## src/hdl/bfdh_pkg.sv

```systemverilog
// shared types, constants and helpers for the bloom filter engine
`default_nettype none
package bfdh_pkg;

    // default sizing handed to the top level parameters
    localparam int STORE_BITS_DEF = 65536;
    localparam int MAX_HASHES_DEF = 16;

    // field widths
    localparam int HASH_W  = 64;
    localparam int SIZE_W  = 17;
    localparam int NHASH_W = 5;
    localparam int WORD_W  = 64;
    localparam int BIT_W   = 6;

    // remainder unit: bits retired per cycle and steps per remainder
    localparam int DIV_BITS  = 2;
    localparam int DIV_STEPS = HASH_W / DIV_BITS;
    localparam int DIV_CW    = $clog2(DIV_STEPS);

    // register indexes of the configuration port
    localparam logic REG_FILT_SIZE = 1'b0;
    localparam logic REG_PROBE_NUM = 1'b1;

    typedef enum logic [1:0] {
        CMD_INSERT = 2'd0,
        CMD_QUERY  = 2'd1,
        CMD_CLEAR  = 2'd2,
        CMD_COUNT  = 2'd3
    } cmd_t;

    typedef struct packed {
        cmd_t              cmd;
        logic [HASH_W-1:0] hash_a;
        logic [HASH_W-1:0] hash_b;
    } in_word_t;

    typedef struct packed {
        logic              found;
        logic [SIZE_W-1:0] set_count;
    } out_word_t;

    // queued job, classified by the front end
    typedef struct packed {
        cmd_t              cmd;
        logic              probe;
        logic              insert;
        logic [HASH_W-1:0] hash_a;
        logic [HASH_W-1:0] hash_b;
    } job_t;

    typedef enum logic [2:0] {
        ST_INIT_CLR,
        ST_IDLE,
        ST_DIV_START,
        ST_DIV_WAIT,
        ST_CHECK,
        ST_CLEAR,
        ST_COUNT,
        ST_COUNT_LAST
    } back_state_t;

    // number of set bits in one store word, summed as a balanced tree
    function automatic logic [BIT_W:0] popcount(input logic [WORD_W-1:0] w);
        logic [BIT_W:0] s [WORD_W];
        for (int i = 0; i < WORD_W; i++)
        begin
            s[i] = {{BIT_W{1'b0}}, w[i]};
        end
        for (int span = WORD_W >> 1; span >= 1; span = span >> 1)
        begin
            for (int i = 0; i < span; i++)
            begin
                s[i] = s[2*i] + s[2*i+1];
            end
        end
        return s[0];
    endfunction

endpackage
`default_nettype wire

```

## src/hdl/bfdh_front.sv

```systemverilog
// front end: accepts words, classifies the command and queues jobs
`default_nettype none
module bfdh_front (
    input  wire logic              clk,
    input  wire logic              rst_n,
    input  wire logic              in_valid,
    output logic                   in_stall,
    input  wire bfdh_pkg::in_word_t in_word,
    input  wire logic              init_busy,
    output logic                   job_valid,
    output bfdh_pkg::job_t         job,
    input  wire logic              job_pop
);
    import bfdh_pkg::*;

    job_t       q_reg [2];
    logic       wr_ptr_reg;
    logic       rd_ptr_reg;
    logic [1:0] count_reg;
    logic       push;
    job_t       job_in;

    // classify the incoming command
    always_comb
    begin
        job_in.cmd    = in_word.cmd;
        job_in.probe  = (in_word.cmd == CMD_INSERT) || (in_word.cmd == CMD_QUERY);
        job_in.insert = (in_word.cmd == CMD_INSERT);
        job_in.hash_a = in_word.hash_a;
        job_in.hash_b = in_word.hash_b;
    end

    // no words taken while the store is swept after reset
    assign in_stall  = (count_reg == 2'd2) || init_busy;
    assign push      = in_valid && !in_stall;
    assign job_valid = (count_reg != 2'd0);
    assign job       = q_reg[rd_ptr_reg];

    // queue payload
    always_ff @(posedge clk)
    begin
        if (push)
        begin
            q_reg[wr_ptr_reg] <= job_in;
        end
    end

    // queue pointers and fill
    always_ff @(posedge clk or negedge rst_n)
    begin
        if (!rst_n)
        begin
            wr_ptr_reg <= 1'b0;
            rd_ptr_reg <= 1'b0;
            count_reg  <= 2'd0;
        end
        else
        begin
            if (push)
            begin
                wr_ptr_reg <= !wr_ptr_reg;
            end
            if (job_pop)
            begin
                rd_ptr_reg <= !rd_ptr_reg;
            end
            count_reg <= count_reg + {1'b0, push} - {1'b0, job_pop};
        end
    end

`ifndef SYNTHESIS
    a_fill_bound: assert property (@(posedge clk) disable iff (!rst_n)
        count_reg != 2'd3)
        else $error("queue fill out of range");
    a_pop_nonempty: assert property (@(posedge clk) disable iff (!rst_n)
        job_pop |-> count_reg != 2'd0)
        else $error("pop from empty queue");
    a_pop_drains: assert property (@(posedge clk) disable iff (!rst_n)
        (job_pop && !push) |=> count_reg == $past(count_reg) - 2'd1)
        else $error("queue fill did not drop after pop");
`endif
endmodule
`default_nettype wire

```

## config.mk

```make
export PLATFORM = sky130hd
export DESIGN_NAME = bfdh_front
export DESIGN_NICKNAME = d
export VERILOG_FILES = /design/src/hdl/bfdh_pkg.sv /design/src/hdl/bfdh_front.sv
export SDC_FILE = /design/constraint.sdc
export NUM_CORES = 1
export LEC_CHECK = 0
export ABC_AREA = 1
export BUFFER_PORTS_ARGS = -buffer_cell sky130_fd_sc_hd__buf_2
export CAP_MARGIN = 0
export CORE_MARGIN = 2
export CORE_UTILIZATION = 45
export DETAILED_ROUTE_END_ITERATION = 7
export HOLD_SLACK_MARGIN = 0.02
export PLACE_DENSITY = 0.7
export RECOVER_POWER = 25
export SYNTH_ARGS = -nofsm -noshare
export SYNTH_HDL_FRONTEND = slang
export SYNTH_SLANG_ARGS = --single-unit
```

## constraint.sdc

```tcl
create_clock -name clk -period 8.95 [get_ports clk]
set_clock_uncertainty 0.1 [all_clocks]
set_input_delay 0.4475 -clock clk [delete_from_list [all_inputs] [get_ports clk]]
set_output_delay 0.4475 -clock clk [all_outputs]
set_load 0.01 [all_outputs]
```

==> results_dict.tcl <==
set metrics [dict create \
    cts_root_buf "clkbuf_16" \
    critPathLaunchType "flip-flop" \
    first_pass_iters 4 \
    place.gp.congestion 0.815 \
    start_util 0.458 \
    synth_warnings 0 \
    cts_hold_buf 120 \
    cpPeakStageDelay_ns 0.86 \
    numCtsBuffers 27 \
    clk_path_buf_depth 3 \
    grt_pass1_wl_um 33200 \
    switching_power_mw 1.13 \
    drive_gt1_frac 0.235 \
    largest_reg_flops 264 \
    swShare 0.313 \
    synth_area_leader_cell "edfxtp_1" \
    grt_use_total 0.176 \
    wirelength_um 21100 \
    clock_sink_count 268 \
    peakVddDrop_mv 0.167 \
    postRouteAntennaNets 0 \
    yosys-top-cells-count "edfxtp_1, nand2_1, inv_1, o21ai_0, buf_2" \
    die-area_um2 23300 \
    dp_slack_ns 5.95 \
    ys_ff_latch 268 \
    clkTransAtPathRegs_ns 0.06 \
    viasPerCell 4.63 \
    area_growth_pct 35.6 \
    fin_ws_ns 5.59 \
    regArea_um2 8030 \
    multi_input_area_um2 1260 \
    synth_area_um2 9960 \
    num_vias 6542 \
    yosysSeqAreaShare 0.806 \
    setup-tns-final_ns 0 \
    gr-total-overflow 0 \
    power.total_mw 3.62 \
    p_seq_frac 0.450 \
    syn_area_per_cell_um2 13.8 \
    post-cts-setup-buffers 0 \
    worstPathMaxFanout 121 \
    remaining_drc_errors 0 \
    tightest_slew_ns 1.10 \
    cp_data_required_time_ns 8.40 \
    clk_latency_ns 0.52 \
    synth_area_leaders "edfxtp_1, o21ai_0, nand2_1" \
    die_w_um 153 \
    grt_setup_unrepaired "no" \
    port_buffers 268 \
    grt_pass1_vias 6618 \
    end_kind "primary output" \
    die_y_um 153 \
    synth_most_common_cell "edfxtp_1" \
    fin_nets 1251 \
    grt_start_max_net_pins 122 \
    p_leak_nw 5.61 \
    dp_hpwl_um 12200 \
    synth_edf_count 264 \
    maxCapViolations 0 \
    internal_power_mw 2.49 \
    ys_async_sr_fraction 0.0149 \
    power.density_nw_per_um2 268 \
    slew_violations 0 \
    cts_tree "done" \
    post-route-period-util 0.375 \
    worstPathArrival_ns 2.81 \
    synth_fp_nets 857 \
    htree_levels 1 \
    yosys.area.top_type_share 0.796 \
    drt-initial-drc-count 399 \
    n_fill_cell 1694 \
    worst_path_max_delay_cell "buf_4" \
    period_needed_ns 3.36 \
    clockPowerShare 0.278 \
    netlist_instances 720 \
    hold_violations 0 \
    post_drt_wl_per_cell_um 14.9 \
    max_freq_mhz 298 \
    antenna_found_initial 1 \
    row_count 54 \
    status "finished clean" \
    crit_type "reg -> out" \
    cts_resized 0 \
    slew_headroom 0.263 \
    synthFlopType "edfxtp_1" \
    setup-violations-final 0 \
    core_um2 21800 \
    cp_cell_sequence "buf_4 -> nand2_1 -> o21ai_0 -> buf_2" \
    ios 269 \
    p_comb_frac 0.272 \
    ys_types 13 \
    fin_hold_ws_ns 0.0532 \
    hold_class "in -> reg" \
]
through the flow:
stage / util / instance area, um2 / instances
2_1_floorplan: - / 9960 / 720
3_3_place_gp: 0.531 / 11600 / 1244
6_report: 0.620 / 13500 / 1413
5_1_grt: 0.620 / 13500 / 1412
3_5_place_dp: 0.531 / 11600 / 1244
4_1_cts: 0.622 / 13500 / 1411
placed cells by master (no fill, tap or decap):
cell type,netlist,routed
clkbuf_16,0,27
clkinv_2,0,4
inv_6,0,1
diode_2,0,1
nand2_1,142,142
buf_1,0,2
edfxtp_1,264,264
dlygate4sd3_1,0,121
ha_1,2,2
nand4_1,1,1
o21ai_0,132,132
dfrtp_1,4,3
inv_1,141,140
nand3_1,2,2
clkinvlp_4,0,1
nor2_4,0,1
clkinv_1,0,9
clkbuf_2,0,3
bufinv_16,0,1
buf_2,26,222
buf_4,2,5
xor2_1,1,1
nor2_1,2,1
clkbuf_1,1,46
dfrtp_4,0,1
routing by layer:
metal / share of wire / GRT usage / vias up
met5: 0 / 0 / -
met4: 0.033 / 0.0591 / 0
met3: 0.076 / 0.0484 / 54
met2: 0.51 / 0.317 / 248
met1: 0.38 / 0.204 / 3020
li1: - / - / 3220
power groups by stage:
stage | clock, mW | sequential [mW] | combinational (mW)
after floorplan | 0 | 1.64 | 0.576
after global placement | 0 | 1.65 | 0.934
after detailed placement | 0 | 1.66 | 0.947
after CTS | 1.03 | 1.63 | 0.994
after global routing | 1.08 | 1.65 | 1.10
final | 1.01 | 1.63 | 0.983
cell type report:
| type | count | area share |
|---|---|---|
| diodes | 1 | 0.000185 |
| clock buffers | 32 | 0.0514 |
| clock inverters | 15 | 0.00677 |
| inverters | 141 | 0.0396 |
| multi-input cells | 282 | 0.0932 |
| flip-flops and latches | 268 | 0.595 |
| well taps | 280 | 0.0260 |
| repair buffers | 394 | 0.188 |
worst paths after layout:
path                                      to          from  slack [ns]  depth (start not counted)
worst max-delay path                job[116]    rd_ptr_reg        5.59                          4
worst min-delay path              rd_ptr_reg       job_pop        0.05                          2
worst max register to register  q_reg[1][54]  count_reg[1]        6.14                          4
worst min register to register    wr_ptr_reg    wr_ptr_reg        0.38                          2
max in group asynchronous         rd_ptr_reg         rst_n        8.29                          2
min in group asynchronous         wr_ptr_reg         rst_n        0.22                          2
critical path, delay by kind of cell (launching register included):
family | cells | cell delay (ns)
and+or+nand+nor | 1 | 0.19
buffers and inverters | 2 | 1.06
AOI/OAI and AO/OA | 1 | 0.20
DFF | 1 | 0.78
logic make-up after synthesis:
| family | after synthesis | share of synthesized area |
|---|---|---|
| adder cells (fa/ha/maj) | 2 | 0.00251 |
| AND/OR/NAND/NOR | 147 | 0.0559 |
| flip-flops | 268 | 0.806 |
| AO/OA/AOI/OAI | 132 | 0.0663 |
| buffers and inverters | 170 | 0.0681 |
| XOR/XNOR | 1 | 0.000880 |
Power figures use the tool's default switching activity.
